$ cat src/rtl/otp_md5_fold_chain_assert.svh
// ----------------------------------------------------------------------------
// otp_md5_fold_chain assertion macros
// Concurrent checks for the folded hash chain. They compile to nothing
// when SYNTH is defined.
// ----------------------------------------------------------------------------
`ifndef OTP_MD5_FOLD_CHAIN_ASSERT_SVH
`define OTP_MD5_FOLD_CHAIN_ASSERT_SVH

`ifndef SYNTH
// Check that cons holds in the same cycle as ante
`define MF_ASSERT_SAME(label, clk, rst, ante, cons, msg) \
  label: assert property (@(posedge clk) disable iff (rst) (ante) |-> (cons)) \
    else $error(msg);
// Check that cons holds in the cycle after ante
`define MF_ASSERT_NEXT(label, clk, rst, ante, cons, msg) \
  label: assert property (@(posedge clk) disable iff (rst) (ante) |=> (cons)) \
    else $error(msg);
`else
`define MF_ASSERT_SAME(label, clk, rst, ante, cons, msg)
`define MF_ASSERT_NEXT(label, clk, rst, ante, cons, msg)
`endif

`endif

$ cat src/rtl/md5fold_pkg.sv
// ----------------------------------------------------------------------------
// md5fold_pkg
// Types, initial chaining words and step tables of the MD5 compression
// function as used by the folded hash chain.
// ----------------------------------------------------------------------------
package md5fold_pkg;

  // Working words of one compression
  typedef struct packed {
    logic [31:0] a;
    logic [31:0] b;
    logic [31:0] c;
    logic [31:0] d;
  } md5_state_t;

  localparam logic [31:0] IV_A = 32'h67452301;
  localparam logic [31:0] IV_B = 32'hefcdab89;
  localparam logic [31:0] IV_C = 32'h98badcfe;
  localparam logic [31:0] IV_D = 32'h10325476;

  localparam md5_state_t IV_STATE = '{a: IV_A, b: IV_B, c: IV_C, d: IV_D};

  // Padding word after the 8-byte message, and its length in bits
  localparam logic [31:0] PAD_WORD = 32'h00000080;
  localparam logic [31:0] LEN_WORD = 32'h00000040;

  localparam logic [5:0] LAST_STEP = 6'd63;

  // Additive constant of each step
  function automatic logic [31:0] step_const(input logic [5:0] i);
    logic [31:0] k;
    case (i)
      6'd0:  k = 32'hd76aa478;  6'd1:  k = 32'he8c7b756;
      6'd2:  k = 32'h242070db;  6'd3:  k = 32'hc1bdceee;
      6'd4:  k = 32'hf57c0faf;  6'd5:  k = 32'h4787c62a;
      6'd6:  k = 32'ha8304613;  6'd7:  k = 32'hfd469501;
      6'd8:  k = 32'h698098d8;  6'd9:  k = 32'h8b44f7af;
      6'd10: k = 32'hffff5bb1;  6'd11: k = 32'h895cd7be;
      6'd12: k = 32'h6b901122;  6'd13: k = 32'hfd987193;
      6'd14: k = 32'ha679438e;  6'd15: k = 32'h49b40821;
      6'd16: k = 32'hf61e2562;  6'd17: k = 32'hc040b340;
      6'd18: k = 32'h265e5a51;  6'd19: k = 32'he9b6c7aa;
      6'd20: k = 32'hd62f105d;  6'd21: k = 32'h02441453;
      6'd22: k = 32'hd8a1e681;  6'd23: k = 32'he7d3fbc8;
      6'd24: k = 32'h21e1cde6;  6'd25: k = 32'hc33707d6;
      6'd26: k = 32'hf4d50d87;  6'd27: k = 32'h455a14ed;
      6'd28: k = 32'ha9e3e905;  6'd29: k = 32'hfcefa3f8;
      6'd30: k = 32'h676f02d9;  6'd31: k = 32'h8d2a4c8a;
      6'd32: k = 32'hfffa3942;  6'd33: k = 32'h8771f681;
      6'd34: k = 32'h6d9d6122;  6'd35: k = 32'hfde5380c;
      6'd36: k = 32'ha4beea44;  6'd37: k = 32'h4bdecfa9;
      6'd38: k = 32'hf6bb4b60;  6'd39: k = 32'hbebfbc70;
      6'd40: k = 32'h289b7ec6;  6'd41: k = 32'heaa127fa;
      6'd42: k = 32'hd4ef3085;  6'd43: k = 32'h04881d05;
      6'd44: k = 32'hd9d4d039;  6'd45: k = 32'he6db99e5;
      6'd46: k = 32'h1fa27cf8;  6'd47: k = 32'hc4ac5665;
      6'd48: k = 32'hf4292244;  6'd49: k = 32'h432aff97;
      6'd50: k = 32'hab9423a7;  6'd51: k = 32'hfc93a039;
      6'd52: k = 32'h655b59c3;  6'd53: k = 32'h8f0ccc92;
      6'd54: k = 32'hffeff47d;  6'd55: k = 32'h85845dd1;
      6'd56: k = 32'h6fa87e4f;  6'd57: k = 32'hfe2ce6e0;
      6'd58: k = 32'ha3014314;  6'd59: k = 32'h4e0811a1;
      6'd60: k = 32'hf7537e82;  6'd61: k = 32'hbd3af235;
      6'd62: k = 32'h2ad7d2bb;  6'd63: k = 32'heb86d391;
      default: k = 32'h0;
    endcase
    return k;
  endfunction

  // Left rotation of each step, by round and position within the group of four
  function automatic logic [4:0] step_rot(input logic [5:0] i);
    logic [4:0] s;
    case ({i[5:4], i[1:0]})
      4'd0:  s = 5'd7;   4'd1:  s = 5'd12;  4'd2:  s = 5'd17;  4'd3:  s = 5'd22;
      4'd4:  s = 5'd5;   4'd5:  s = 5'd9;   4'd6:  s = 5'd14;  4'd7:  s = 5'd20;
      4'd8:  s = 5'd4;   4'd9:  s = 5'd11;  4'd10: s = 5'd16;  4'd11: s = 5'd23;
      4'd12: s = 5'd6;   4'd13: s = 5'd10;  4'd14: s = 5'd15;  4'd15: s = 5'd21;
      default: s = 5'd7;
    endcase
    return s;
  endfunction

  // Message word index taken by each step
  function automatic logic [3:0] msg_index(input logic [5:0] i);
    logic [3:0] j;
    logic [3:0] g;
    j = i[3:0];
    case (i[5:4])
      2'd0:    g = j;
      2'd1:    g = 4'(j * 4'd5 + 4'd1);
      2'd2:    g = 4'(j * 4'd3 + 4'd5);
      default: g = 4'(j * 4'd7);
    endcase
    return g;
  endfunction

  // Message word of the single padded block built from the 64-bit value
  function automatic logic [31:0] msg_word(input logic [3:0] g, input logic [63:0] v);
    logic [31:0] w;
    case (g)
      4'd0:    w = v[31:0];
      4'd1:    w = v[63:32];
      4'd2:    w = PAD_WORD;
      4'd14:   w = LEN_WORD;
      default: w = 32'h0;
    endcase
    return w;
  endfunction

endpackage

$ cat src/rtl/otp_md5_fold_chain.sv
// ----------------------------------------------------------------------------
// otp_md5_fold_chain
// Folded MD5 hash chain: hashes a 64-bit value as one padded block a given
// number of times, folding each digest to 64 bits (high b^d, low a^c).
// ----------------------------------------------------------------------------
//
//  Channel   Signals                       Direction  Handshake
//  request   start, seed, iterations       in         taken when start & !busy
//  result    done, folded_value            out        done strobe, one cycle
//
// Each iteration runs 64 MD5 steps through the single step unit, one step
// a cycle, then adds the chaining words and folds the digest.
// A request with count N raises done after N iterations; a count of zero
// gives the seed back with done in the next cycle.
// busy falls in the cycle in which done is shown, so a new request may be
// taken then. Reset is synchronous and needs no clearing pass; the receiver
// cannot stall.
//
`include "otp_md5_fold_chain_assert.svh"

module otp_md5_fold_chain #(
  parameter int COUNT_BITS = 16
) (
  input  logic        clk,
  input  logic        rst,
  input  logic        start,
  output logic        busy,
  input  logic [63:0] seed,
  input  logic [15:0] iterations,
  output logic        done,
  output logic [63:0] folded_value
);
  import md5fold_pkg::*;

  // Only the low COUNT_BITS (at most 16) of the 16-bit count are used
  localparam int CNT_W = (COUNT_BITS < 16) ? COUNT_BITS : 16;

  typedef enum logic [1:0] {
    S_IDLE,
    S_ROUND,
    S_FOLD
  } state_t;

  state_t           state;
  logic [5:0]       step;
  logic [CNT_W-1:0] cnt;
  logic [CNT_W-1:0] req_cnt;
  logic [63:0]      value;
  md5_state_t       hs;
  md5_state_t       hs_next;
  logic [31:0]      dig_a;
  logic [31:0]      dig_b;
  logic [31:0]      dig_c;
  logic [31:0]      dig_d;
  logic [63:0]      fold;

  assign req_cnt = iterations[CNT_W-1:0];
  assign busy    = (state != S_IDLE);

  // Shared step unit
  md5fold_step u_step (
    .step  (step),
    .value (value),
    .cur   (hs),
    .nxt   (hs_next)
  );

  // Add the chaining words and fold the digest
  assign dig_a = hs.a + IV_A;
  assign dig_b = hs.b + IV_B;
  assign dig_c = hs.c + IV_C;
  assign dig_d = hs.d + IV_D;
  assign fold  = {dig_b ^ dig_d, dig_a ^ dig_c};

  // Sequencer: hold state, step counter, iteration count and result
  always_ff @(posedge clk) begin
    if (rst) begin
      state <= S_IDLE;
      step  <= '0;
      cnt   <= '0;
      done  <= 1'b0;
    end else begin
      done <= 1'b0;
      case (state)
        S_IDLE: begin
          if (start) begin
            value <= seed;
            cnt   <= req_cnt;
            step  <= '0;
            hs    <= IV_STATE;
            if (req_cnt == '0) begin
              folded_value <= seed;
              done         <= 1'b1;
            end else begin
              state <= S_ROUND;
            end
          end
        end
        S_ROUND: begin
          hs   <= hs_next;
          step <= step + 6'd1;
          if (step == LAST_STEP) begin
            state <= S_FOLD;
          end
        end
        S_FOLD: begin
          value <= fold;
          hs    <= IV_STATE;
          cnt   <= cnt - CNT_W'(1);
          if (cnt == CNT_W'(1)) begin
            folded_value <= fold;
            done         <= 1'b1;
            state        <= S_IDLE;
          end else begin
            state <= S_ROUND;
          end
        end
        default: begin
          state <= S_IDLE;
        end
      endcase
    end
  end

  // Checks
  `MF_ASSERT_SAME(a_done_not_busy, clk, rst, done, !busy, "result shown while busy")
  `MF_ASSERT_NEXT(a_zero_passes_seed, clk, rst,
                  start && !busy && req_cnt == '0,
                  done && folded_value == $past(seed),
                  "zero count did not return seed")
  `MF_ASSERT_NEXT(a_count_starts, clk, rst,
                  start && !busy && req_cnt != '0,
                  busy && !done && step == 6'd0,
                  "request with count did not start")
  `MF_ASSERT_NEXT(a_last_step_folds, clk, rst,
                  state == S_ROUND && step == LAST_STEP,
                  state == S_FOLD && step == 6'd0,
                  "fold did not follow last step")
  `MF_ASSERT_SAME(a_done_source, clk, rst, done,
                  $past(state == S_FOLD) || $past(start && !busy),
                  "result without cause")

endmodule

$ cat src/rtl/md5fold_step.sv
// ----------------------------------------------------------------------------
// md5fold_step
// One MD5 step: round function, four-way add, rotation and word shuffle.
// Purely combinational; the sequencer registers the result.
// ----------------------------------------------------------------------------
module md5fold_step (
  input  logic [5:0]               step,
  input  logic [63:0]              value,
  input  md5fold_pkg::md5_state_t  cur,
  output md5fold_pkg::md5_state_t  nxt
);
  import md5fold_pkg::*;

  logic [31:0] f;
  logic [31:0] mword;
  logic [31:0] t;
  logic [63:0] rot_wide;

  // Pick the round function
  always_comb begin
    case (step[5:4])
      2'd0:    f = (cur.b & cur.c) | (~cur.b & cur.d);
      2'd1:    f = (cur.b & cur.d) | (cur.c & ~cur.d);
      2'd2:    f = cur.b ^ cur.c ^ cur.d;
      default: f = cur.c ^ (cur.b | ~cur.d);
    endcase
  end

  // Sum the step terms and rotate
  assign mword    = msg_word(msg_index(step), value);
  assign t        = cur.a + f + mword + step_const(step);
  assign rot_wide = {t, t} << step_rot(step);

  // Shuffle the working words
  always_comb begin
    nxt.a = cur.d;
    nxt.d = cur.c;
    nxt.c = cur.b;
    nxt.b = cur.b + rot_wide[63:32];
  end

endmodule
$ cat config.mk
export PLATFORM = sky130hd
export DESIGN_NAME = otp_md5_fold_chain
export DESIGN_NICKNAME = d
export VERILOG_FILES = /design/src/rtl/md5fold_pkg.sv /design/src/rtl/otp_md5_fold_chain.sv /design/src/rtl/md5fold_step.sv
export VERILOG_INCLUDE_DIRS = /design/src /design/src/rtl
export SDC_FILE = /design/constraint.sdc
export NUM_CORES = 1
export LEC_CHECK = 0
export BUFFER_PORTS_ARGS = -buffer_cell sky130_fd_sc_hd__buf_2
export CELL_PAD_IN_SITES_DETAIL_PLACEMENT = 1
export CELL_PAD_IN_SITES_GLOBAL_PLACEMENT = 1
export CORE_AREA = 2 2 307 309
export DETAILED_ROUTE_END_ITERATION = 10
export DIE_AREA = 0 0 309 311
export GPL_TIMING_DRIVEN = 1
export PLACE_DENSITY_LB_ADDON = 0.08
export REMOVE_ABC_BUFFERS = 1
export SLEW_MARGIN = 15
export SYNTH_ARGS = -nofsm -noshare
export SYNTH_HDL_FRONTEND = slang
export SYNTH_HIERARCHICAL = 1
export SYNTH_SLANG_ARGS = --single-unit
$ cat constraint.sdc
create_clock -name clk -period 13.36 [get_ports clk]
set_input_delay 1.336 -clock clk [delete_from_list [all_inputs] [get_ports clk]]
set_output_delay 1.336 -clock clk [all_outputs]
set_load 0.01 [all_outputs]
# Word-level counts from Yosys, hierarchy flattened
# Memories as Yosys holds them, arrays and structs flattened. A register that Yosys moved wholly into a read port is not among the register bits.
# Cells that the tools add are included.
# totals
ff_bits	281
mem_bits_ro	2128
in_bits	83
n_memories	2
# classes
addsub	12
mul	3
n_eq_ne	14
shift	1
n_mux	28
bitwise_logic	15
n_reduce_logical	14
# mem_list
name	depth	word_bits	read_ports	rd_clocked_by_memory_dff	write_ports	line_no	text
(no name shown)	64	32	1	1	0	md5fold_pkg.sv:32	case (i)
(no name shown)	16	5	1	1	0	md5fold_pkg.sv:73	case ({i[5:4], i[1:0]})
# op_table
cell	count
$pmux W128 S3	1
$mux W64	4
$pmux W64 S2	2
$xor A32 B32 Y32	5
$add A32 B32 Y32	4
$and A32 B32 Y32	4
$mux W128	1
$pmux W32 S4	1
$or A32 B32 Y32	3
$pmux W32 S3	1
$add A32 B32 Y32 const B	2
$not A32 Y32	2
$shl A64 B5 Y64	1
$add A32 B29 Y32 const B	1
$add A32 B31 Y32 const B	1
$pmux W16 S2	1
$mux W6	3
$eq A16 B1 Y1 const B	1
$logic_not A16 Y1	1
$mux W16	1
$sub A16 B1 Y16 const B	1
$pmux W4 S3	1
$pmux W6 S2	1
$ne A2 B2 Y1 const B	5
other kinds (24)	39

# Depth between registers and ports, before layout
# Gate-level depths: netlist of run 1.
# depth
ltp_word	10
ltp_mapped	43

# Modules after synthesis
# The synthesis of run 1 kept the hierarchy.
# modules_own_cells
module	n_inst	cells_per_inst	area_per_inst_um2	seq_area_each_um2
otp_md5_fold_chain	1	1208	13843.3	8187.9
md5fold_step	1	2126	13813.2	0.0

# Least setup slack after synthesis of run 1
# Ideal clock, no wire load.
# synth_path
path_type	input-to-reg
from	input port iterations[11]
to	register folded_value[0] (enable)
setup_ns	0.829
arrival_ns	11.779
t_required_ns	12.531
setup_slack_ns	0.752
cell_stages	3
path_cell_list	nor4_1 nand4_1 a2111oi_0
# synth_between
elab_chain_cells	3
# synth_lines
item	line_no	text
start, declared	otp_md5_fold_chain.sv:29	input logic [15:0] iterations,
$logic_not A16 Y1	otp_md5_fold_chain.sv:91	if (req_cnt == '0) begin
$ne A2 B2 Y1 (no line)	--	
$reduce_and A5 Y1 (no line)	--	
end signal, assigned	otp_md5_fold_chain.sv:111	folded_value <= fold;
end, declared	otp_md5_fold_chain.sv:31	output logic [63:0] folded_value
# No other way between the ends.
# A chain may end at the register's enable or synchronous reset.

==> results of run 1 <==
==> through the flow <==
stage / hold slack [ps] / std cells / setup WS [ps] / utilization
2_1_floorplan: 430 / 3050 / -1460 / -
3_3_place_gp: 455 / 4515 / 1770 / 0.313
3_5_place_dp: 478 / 4515 / 1510 / 0.313
4_1_cts: 485 / 4586 / 1470 / 0.326
5_1_grt: 506 / 4586 / 518 / 0.326
6_report: 478 / 4587 / 1350 / 0.326
==> worst paths after layout <==
kind,start,end,slack (ps)
worst min register to register,cnt[12]$_SDFFE_PP0P_,cnt[12]$_SDFFE_PP0P_,480
worst min-delay path,cnt[12]$_SDFFE_PP0P_,cnt[12]$_SDFFE_PP0P_,480
worst max register to register,step[0]$_SDFFE_PP0P_,hs[85]$_SDFFCE_PN0P_,1350
worst max-delay path,step[0]$_SDFFE_PP0P_,hs[85]$_SDFFCE_PN0P_,1350
==> registers in the layout, indices dropped and copies added, names as in the netlist <==
name and cells:
value 64, done 1, folded_value 64, hs 128, state 2, step 6
cnt 16
==> final cells by class <==
type                    count  area, um2
repair buffers            211       1210
inverters                 156        586
well taps                1254       1570
multi-input cells        2613      17500
clock buffers              44       1000
flip-flops and latches    281       8200
fillers                 11100      62500
diodes                      1       2.50
clock inverters            27        216
==> per-layer routing <==
metal,GRT usage,vias up,part of all wire
met5,0,-,0.00010
met4,0.0725,2,0.032
met3,0.0239,141,0.040
met2,0.416,645,0.48
met1,0.327,12900,0.45
li1,-,11800,-
==> power by group through the flow <==
stage          clock [uW]  combinational (uW)  sequential [uW]
2_1_floorplan           0                3320             1220
3_3_place_gp            0                4680             1220
3_5_place_dp            0                4730             1220
4_1_cts              1070                4770             1200
5_1_grt              1090                5280             1210
6_report             1030                4770             1200
==> cell families after synthesis <==
family,count (synthesis),share of synthesized area
and+or+nand+nor,1117,0.193
AOI/OAI and AO/OA,967,0.217
buffers and inverters,440,0.0747
DFF,281,0.296
xor gates and xnor gates,276,0.0889
adders and majority gates,168,0.0947
muxes,85,0.0353
==> layout by cell type (no fill, tap or decap), types with 15 or more instances in the layout <==
cell type,count
nor3b_1,37
edfxtp_1,256
clkbuf_16,39
inv_1,152
o21a_1,26
and3_1,18
xnor2_1,213
nor2_1,228
and2_1,78
mux2i_1,60
buf_4,63
a21o_1,31
a211oi_1,37
fa_1,69
a21oi_1,295
nand2_1,382
nand3_1,59
nor3_1,131
dfxtp_1,20
nand4_1,18
o22ai_1,20
mux2_2,16
xor2_1,58
nor4_1,15
buf_2,148
nand2b_1,82
ha_1,99
o21ai_0,271
a31oi_1,59
a22o_1,28
o211ai_1,31
==> worst max-delay path: cells and delay by family, from the launching register on <==
kind	cells	cell delay (ps)
AO/OA/AOI/OAI	15	4300
XOR/XNOR	2	230
adder cells (fa/ha/maj)	6	3060
buffers and inverters	4	1180
flip-flops	1	730
multiplexers	2	720
AND/OR/NAND/NOR	6	1570
==> metrics.md, run 1 <==
| Metric | Value |
|---|---|
| Post-synth top cells | nand2_1 (382), a21oi_1 (296), o21ai_0 (273) |
| Clock share of power | 0.147 |
| Max cap viols | 0 |
| Worst Tran Pin Value | 1390 ps |
| Critical path arrival | 12330 ps |
| Max Slew Vio Count | 0 |
| Fin. Hold Viols | 0 |
| Fin crit share | 0.899 |
| Number of port buffers | 148 |
| Syn avg cell area | 8.30 um2 |
| Gr usage total | 0.245 |
| Power Density | 231 nW/um2 |
| TritonCTS clock tree | done |
| Layout Nets | 3553 |
| RSZ-0062 raised after global routing | no |
| Synth area leaders | edfxtp_1 (28%), xnor2_1 (6.8%), a21oi_1 (5.4%) |
| Most frequent cell after synthesis | nand2_1 |
| Max H-tree Level | 2 |
| 1st-iter DRT viols | 1786 |
| Vias in the first global route | 26100 |
| Via density | 5.57 |
| Latest clock arrival within the worst-skew pair | 580 ps |
| Worst-path fanout max | 29 |
| Post-Syn Instances | 3334 |
| Initial antenna violation count | 5 |
| GPL Wtd Cong | 0.929 |
| Maximum VDD drop | 0.126 mV |
| Cts repair resizes | 0 |
| DRC viols | 0 |
| Post-DP HPWL | 91400 um |
| CTS sink count | 281 |
| Max Fclk | 0.0833 GHz |
| P_leak | 0.0113 uW |
| P&R area growth vs syn | 9.49% |
| Post-synth EDFFs | 256 |
| Sw Share | 0.495 |
| DRT Pass-1 Iters | 5 |
| Power share of the combinational group | 0.681 |
| Setup bufs post-CTS | 0 |
| Async SR Flop Fraction | 0 |
| WHS Path Cells | 2 |
| Max clock buf depth | 3 |
| # setup viols final | 0 |
| Total gr overflow | 0 |
| Starting density of the core | 0.298 |
| Register area share after synthesis | 0.296 |
| CP endpoint kind | flip-flop |
| Reg power frac | 0.172 |
| IO Pins | 149 |
| Clock Skew | 28.8 ps |
| Slowest cell on the critical path | ha_1 |
| Vias after detailed routing | 25500 |
| Die Area | 96100 um2 |
| Worst Hold Class | reg -> reg |
| Largest net degree at the start of global routing | 89 |
| Crit Path Class | reg -> reg |
| Hold-fix buffers at CTS | 0 |
| Synth cell types | 96 |
| Worst Setup Start Kind | flip-flop |
| FF+latch count, synth | 281 |
| Clk pin slew, worst setup/hold paths | 60 ps |
| Min Clock Period, post-route | 12010 ps |
| Cell-internal power | 3540 uW |
| Standard-cell rows | 112 |
| Synth Warn # | 6 |
| CTS buffer count | 39 |
| Die height | 311 um |
| Max incr delay on CP | 1000 ps |
| Final WL | 120000 um |
| Dominant cell type by area after synthesis | edfxtp_1 |
| Relative slew slack | 0.0645 |
| Placed inst area | 29100 um2 |
| Die width | 309 um |
| Post-route ant nets | 0 |
| Core area | 92800 um2 |
| Pwr Total | 7000 uW |
| Status | finished clean |
| Share of cells above drive strength 1 | 0.107 |
| Yosys top cell area share | 0.278 |
| CP Data Required Time | 13680 ps |
| Post-synthesis instance area | 27700 um2 |
| Wire per inst | 26.1 um |
| First-pass GRT wire length | 178000 um |
| R2R depth | 35 |
| Fin area | 30300 um2 |
| Post-synth top flop | edfxtp_1 |
| Setup tns final | 0 ps |
| Root buffer cell | clkbuf_16 |
| Psw | 3460 uW |
No activity file was read; power rests on OpenSTA's default activity.
==> run 2, diff against run 1 <==
CORE_AREA = 2 2 304 306   (was 2 2 307 309)
DIE_AREA = 0 0 306 308   (was 0 0 309 311)
SYNTH_HIERARCHICAL = default   (was 1)
==> metrics.md, run 2 <==
| Metric | Value |
|---|---|
| Status | finished clean |
| Worst Hold Class | reg -> reg |
| Relative slew slack | 0.239 (+0.174) |
| Hold_sp | cnt[11]$_SDFFE_PP0P_ |
| Post-Syn Instances | 3172 (-4.9%) |
| Starting density of the core | 0.299 (+0.000550) |
| Hold endpoint | cnt[11]$_SDFFE_PP0P_ |
| CP endpoint kind | flip-flop |
| Die width | 306 um (-0.97%) |
| Critical R2R Launch | step[0]$_SDFFE_PP0P_ |
| Pre-CTS setup slack | 1940 ps (+426 ps) |
| Critical path arrival | 11830 ps (-500 ps) |
| Max Slew Vio Count | 0 (unchanged) |
| Most common cell on crit path | fa_1 |
| Max Fclk | 0.0868 GHz (+4.2%) |
| Final setup margin | 1830 ps (+482 ps) |
| Wire per inst | 25.1 um (-3.9%) |
| Cell-internal power | 3930 uW (+11%) |
| Fill cells | 10600 (-4.6%) |
| R2R depth | 41 (+17%) |
| Min Hold Slack | 496 ps (+18.3 ps) |
| Worst-path fanout max | 25 (-14%) |
| Die height | 308 um (-0.96%) |
| Post-synthesis instance area | 27200 um2 (-1.8%) |
| Power Density | 253 nW/um2 (+9.3%) |
| Dominant cell type by area after synthesis | edfxtp_1 |
| Max incr delay on CP | 810 ps (-190 ps) |
| Max clock buf depth | 3 (unchanged) |
| CTS sink count | 318 (+13%) |
| Vias in the first global route | 25200 (-3.3%) |
| Crit Path Class | reg -> reg |
| Synth Warn # | 0 (-6) |
| Diodes inserted | 0 (-1) |
| Gr usage total | 0.230 (-0.0144) |
| Power share of the combinational group | 0.666 (-0.015) |
| Cts repair resizes | 0 (unchanged) |
| GPL Wtd Cong | 0.914 (-1.6%) |
| CTS buffer count | 43 (+10%) |
| First-pass GRT wire length | 166000 um (-6.8%) |
| Worst Tran Pin Value | 1140 ps (-250 ps) |
| Most frequent cell after synthesis | nand2_1 |
| Reg2reg end | hs[94]$_SDFFCE_PN1P_ |
| Layout Nets | 3417 (-3.8%) |
| WHS Path Cells | 2 (unchanged) |
| Reg2Reg Setup Slack | 1830 ps (+480 ps) |
| 1st-iter DRT viols | 1788 (+0.11%) |
| Post-synth top cells | nand2_1 (379), edfxtp_1 (256), o21ai_0 (252) |
| Worst Setup Start Kind | flip-flop |
| RSZ-0062 raised after global routing | no |
| Post-route ant nets | 0 (unchanged) |
| Clock share of power | 0.153 (+0.006) |
| Clock Skew | 25.9 ps (-2.85 ps) |
| Initial antenna violation count | 1 (-4) |
| Post-layout util | 0.333 (+0.00665) |
| Reg power frac | 0.181 (+0.009) |
| # setup viols final | 0 (unchanged) |
| Most frequent cells in the layout | nand2_1 (378), edfxtp_1 (256), o21ai_0 (252) |
| Number of port buffers | 148 (unchanged) |
| Clk pin slew, worst setup/hold paths | 60 ps (about the same) |
| CP Data Required Time | 13660 ps (-20 ps) |
| Final WL | 110000 um (-7.9%) |
| Psw | 3730 uW (+7.7%) |
| Commonest non-fill, non-tap cell in the layout | nand2_1 |
| Latest clock arrival within the worst-skew pair | 600 ps (+20 ps) |
| Via density | 5.56 (-0.12%) |
| Async SR Flop Fraction | 0 (unchanged) |
| Standard-cell rows | 111 (-0.89%) |
| Die Area | 94200 um2 (-1.9%) |
| Setup tns final | 0 ps (unchanged) |
| Core area | 91000 um2 (-1.9%) |
| Sw Share | 0.487 (-0.00779) |
| Max H-tree Level | 2 (unchanged) |
| Total gr overflow | 0 (unchanged) |
| FF+latch count, synth | 318 (+13%) |
| Post-DP HPWL | 81200 um (-11%) |
| Fin. Hold Viols | 0 (unchanged) |
| Share of cells above drive strength 1 | 0.116 (+0.00973) |
| P_leak | 0.0115 uW (+1.7%) |
| IO Pins | 149 (unchanged) |
| Pwr Total | 7660 uW (+9.4%) |
| P&R area growth vs syn | 11.5% |
| Syn avg cell area | 8.57 um2 (+3.3%) |
| Post-synth top flop | edfxtp_1 |
| Register area share after synthesis | 0.329 (+0.0326) |
| Min Clock Period, post-route | 11530 ps (-482 ps) |
| Root buffer cell | clkbuf_16 |
| Slowest cell on the critical path | nor4_1 |
| TritonCTS clock tree | done |
| Yosys top cell area share | 0.283 (+0.00498) |
| Vias after detailed routing | 24400 (-4.3%) |
| Post-synth EDFFs | 256 (unchanged) |
| DRC viols | 0 (unchanged) |
| Fin crit share | 0.863 (-0.0361) |
| Hold-fix buffers at CTS | 0 (unchanged) |
| Synth cell types | 93 (-3.1%) |
| Max cap viols | 0 (unchanged) |
| DRT Pass-1 Iters | 5 (unchanged) |
| Synth area leaders | edfxtp_1 (28%), xnor2_1 (6.4%), nand2_1 (5.2%) |
| Largest net degree at the start of global routing | 129 (+45%) |
| Setup bufs post-CTS | 0 (unchanged) |
| Maximum VDD drop | 0.120 mV (-5.0%) |
==> run 2: cell type report <==
type	count	area, um2	share of cell area
Sequential cell	318	8930	0.295
Clock inverter	25	262	0.00863
Tap cell	1186	1480	0.0490
Inverter	172	646	0.0213
Clock buffer	54	1130	0.0372
Timing Repair Buffer	195	1110	0.0365
Multi-Input combinational cell	2444	16700	0.553
==> run 2: cells by family (layout without fill, tap and decap cells) <==
kind of cell             Yosys count  after routing  synth area share
AO/OA/AOI/OAI                    906            906             0.215
XOR/XNOR                         272            272            0.0893
adder cells (fa/ha/maj)          171            171            0.0957
buffers and inverters            410            446            0.0573
flip-flops                       318            318             0.329
multiplexers                      95             95            0.0458
AND/OR/NAND/NOR                 1000           1000             0.169
==> run 2: stage by stage <==
stage / cell area (um2) / cells
6_report: 30300 / 4394
5_1_grt: 30300 / 4394
4_1_cts: 30300 / 4394
3_5_place_dp: 28900 / 4315
3_3_place_gp: 28900 / 4315
2_1_floorplan: 26300 / 2934
==> run 2: power groups by stage <==
| stage | logic, uW | registers, uW | clock network [uW] |
|---|---|---|---|
| 2_1_floorplan | 3640 | 1330 | 0 |
| 3_3_place_gp | 5000 | 1400 | 0 |
| 3_5_place_dp | 5040 | 1410 | 0 |
| 4_1_cts | 5080 | 1390 | 1210 |
| 5_1_grt | 5640 | 1400 | 1240 |
| 6_report | 5100 | 1380 | 1170 |
==> run 2: worst max path at each step <==
stage / from / to / slack [ps] / depth (start not counted)
after floorplan: step[4]$_SDFFE_PP0P_ / hs[93]$_SDFFCE_PN1P_ / 2580 / 31
after global placement: step[0]$_SDFFE_PP0P_ / hs[95]$_SDFFCE_PN1P_ / 2350 / 40
after detailed placement: step[0]$_SDFFE_PP0P_ / hs[95]$_SDFFCE_PN1P_ / 1940 / 40
after CTS: step[0]$_SDFFE_PP0P_ / hs[95]$_SDFFCE_PN1P_ / 1900 / 40
after global routing: step[0]$_SDFFE_PP0P_ / hs[95]$_SDFFCE_PN1P_ / 1160 / 40
final: step[0]$_SDFFE_PP0P_ / hs[94]$_SDFFCE_PN1P_ / 1830 / 41
==> run 2: metal layers <==
metal / up-vias / wire length [um] / GRT usage / part of all wire
li1: 11300 / - / - / -
met1: 12400 / 51300 / 0.318 / 0.47
met3: 129 / 4260 / 0.0238 / 0.039
met2: 557 / 51800 / 0.382 / 0.47
met5: - / 0 / 0 / 0
met4: 0 / 2850 / 0.0626 / 0.026
==> run 2: worst max-delay path, delay by kind of cell, from the launching register on <==
kind / cells / cell delay (ps)
compound gates: 15 / 3510
fa+ha+maj: 8 / 2970
simple gates: 6 / 1930
mux: 4 / 1030
buf+inv: 5 / 730
flops: 1 / 570
xor+xnor: 3 / 500
==> run 3, diff against run 2 <==
clock period = 14.7 ns   (was 13.36 ns; I/O delays follow)
==> metrics.md, run 3 (synthesis gave the netlist of run 2 again) <==
| Metric | Value |
|---|---|
| Status | finished clean |
| Power Density | 228 nW/um2 (-9.7%) |
| Setup tns final | 0 ps (unchanged) |
| CTS sink count | 318 (unchanged) |
| Total gr overflow | 0 (unchanged) |
| Diodes inserted | 0 (unchanged) |
| Slowest cell on the critical path | a41oi_1 |
| CP endpoint kind | flip-flop |
| Buffers & Inverters on Critical Path | 4 (-1) |
| Post-route ant nets | 0 (unchanged) |
| Worst Setup Start Kind | flip-flop |
| Root buffer cell | clkbuf_16 |
| Worst-path fanout max | 25 (unchanged) |
| P&R area growth vs syn | 11.4% |
| Min Clock Period, post-route | 11380 ps (-146 ps) |
| DRC viols | 0 (unchanged) |
| Hold_sp | cnt[11]$_SDFFE_PP0P_ |
| Finished Layout Cells | 4391 (-0.068%) |
| Critical R2R Launch | step[0]$_SDFFE_PP0P_ |
| Vias after detailed routing | 24400 (-0.27%) |
| First-pass GRT wire length | 163000 um (-1.9%) |
| Standard-cell rows | 111 (unchanged) |
| Vias in the first global route | 24800 (-1.6%) |
| Via density | 5.55 (-0.21%) |
| Critical path arrival | 11710 ps (-120 ps) |
| Largest net degree at the start of global routing | 129 (unchanged) |
| # setup viols final | 0 (unchanged) |
| Layout Nets | 3417 (unchanged) |
| Max H-tree Level | 2 (unchanged) |
| Latest clock arrival within the worst-skew pair | 590 ps (about the same) |
| Max Slew Vio Count | 0 (unchanged) |
| Wire per inst | 24.7 um (-1.5%) |
| GPL Wtd Cong | 0.916 (+0.17%) |
| Cts repair resizes | 0 (unchanged) |
| 1st-iter DRT viols | 1510 (-16%) |
| Fin crit share | 0.774 (-0.0886) |
| Fin. Hold Viols | 0 (unchanged) |
| Clock Skew | 22.8 ps (-3.09 ps) |
| Max cap viols | 0 (unchanged) |
| Die height | 308 um (unchanged) |
| Starting density of the core | 0.299 (unchanged) |
| TritonCTS clock tree | done |
| Worst Hold Class | reg -> reg |
| Die width | 306 um (unchanged) |
| Die Area | 94200 um2 (unchanged) |
| Core area | 91000 um2 (unchanged) |
| Setup bufs post-CTS | 0 (unchanged) |
| R2R depth | 37 (-9.8%) |
| Reg2Reg Setup Slack | 3320 ps (+1490 ps) |
| Initial antenna violation count | 3 (+2) |
| Final WL | 109000 um (-1.5%) |
| Max clock buf depth | 3 (unchanged) |
| CP Data Required Time | 15030 ps (+1370 ps) |
| Placed inst area | 28900 um2 (about the same) |
| Post-DP HPWL | 80300 um (-1.2%) |
| Crit Path Class | reg -> reg |
| Gr usage total | 0.227 (-0.00354) |
| Max incr delay on CP | 740 ps (-70 ps) |
| Commonest non-fill, non-tap cell in the layout | nand2_1 |
| Fin area | 30300 um2 (-0.13%) |
| Reg2reg end | hs[95]$_SDFFCE_PN1P_ |
| WHS Path Cells | 2 (unchanged) |
| DRT Pass-1 Iters | 5 (unchanged) |
| Most frequent cells in the layout | nand2_1 (378), edfxtp_1 (256), o21ai_0 (252) |
| Relative slew slack | 0.249 (+0.0103) |
| Cell family with most CP delay | compound AO/OA/AOI/OAI gates |
| Hold endpoint | cnt[11]$_SDFFE_PP0P_ |
| Dpl cells | 4316 (+0.023%) |
| Maximum VDD drop | 0.105 mV (-13%) |
| Max Fclk | 0.0879 GHz (+1.3%) |
| RSZ-0062 raised after global routing | no |
| Worst setup path start | step[0]$_SDFFE_PP0P_ |
| Worst Tran Pin Value | 1130 ps (-15.5 ps) |
| IO Pins | 149 (unchanged) |
| Clk pin slew, worst setup/hold paths | 60 ps (about the same) |
| Number of port buffers | 148 (unchanged) |
| Share of cells above drive strength 1 | 0.116 (-0.000515) |
| Hold-fix buffers at CTS | 0 (unchanged) |
| Pwr Total | 6910 uW (-9.8%) |
| CTS buffer count | 42 (-2.3%) |
| P_leak | 0.0115 uW (-0.17%) |
[run 3: cell types whose count changed in the layout (fill, tap and decap cells not counted)]
cell,before,now
buf_4,46,47
bufinv_16,5,2
clkbuf_1,10,11
clkbuf_16,43,44
clkbuf_8,1,5
clkinv_1,9,7
clkinv_2,10,7
inv_6,3,1
[run 3: per-stage QoR]
step           hold WS (ps)   util  setup WS, ps
2_1_floorplan           439      -          3920
3_3_place_gp            469  0.318          3620
3_5_place_dp            476  0.318          3330
4_1_cts                 487  0.333          3310
5_1_grt                 527  0.333          2560
6_report                483  0.333          3320
[run 3: power by group]
part	switching [uW]	leakage, uW	internal (uW)
Clock	419	0.000660	606
Combinational	2780	0.00799	1840
Sequential	164	0.00281	1090
[run 3: final cells by class]
| type | instances | area, um2 |
|---|---|---|
| Clock inverter | 15 | 131 |
| Sequential cell | 318 | 8930 |
| Fill cell | 10600 | 60700 |
| Timing Repair Buffer | 196 | 1110 |
| Multi-Input combinational cell | 2444 | 16700 |
| Clock buffer | 60 | 1210 |
| Inverter | 172 | 646 |
| Tap cell | 1186 | 1480 |
[run 3: worst max path at each step]
stage,endpoint,slack [ps],depth (start not counted)
floorplan,hs[93]$_SDFFCE_PN1P_,3920,31
global route,hs[95]$_SDFFCE_PN1P_,2560,37
detailed placement,hs[95]$_SDFFCE_PN1P_,3330,37
CTS,hs[95]$_SDFFCE_PN1P_,3310,37
global placement,hs[95]$_SDFFCE_PN1P_,3620,37
finish,hs[95]$_SDFFCE_PN1P_,3320,37
[run 3: layer usage]
metal  global-route usage  up-vias  share of wire
met5                    0        -              0
met4               0.0690        0          0.031
met3               0.0238      147          0.039
met2                0.375      591           0.47
met1                0.311    12300           0.46
li1                     -    11400              -
[run 3: worst register-to-register path: cells and delay by family, from the launching register on]
family	cells	cell delay [ps]
buf+inv	4	610
mux	4	1160
flops	1	540
compound gates	14	4290
simple gates	6	1650
fa+ha+maj	6	2430
xor+xnor	3	430
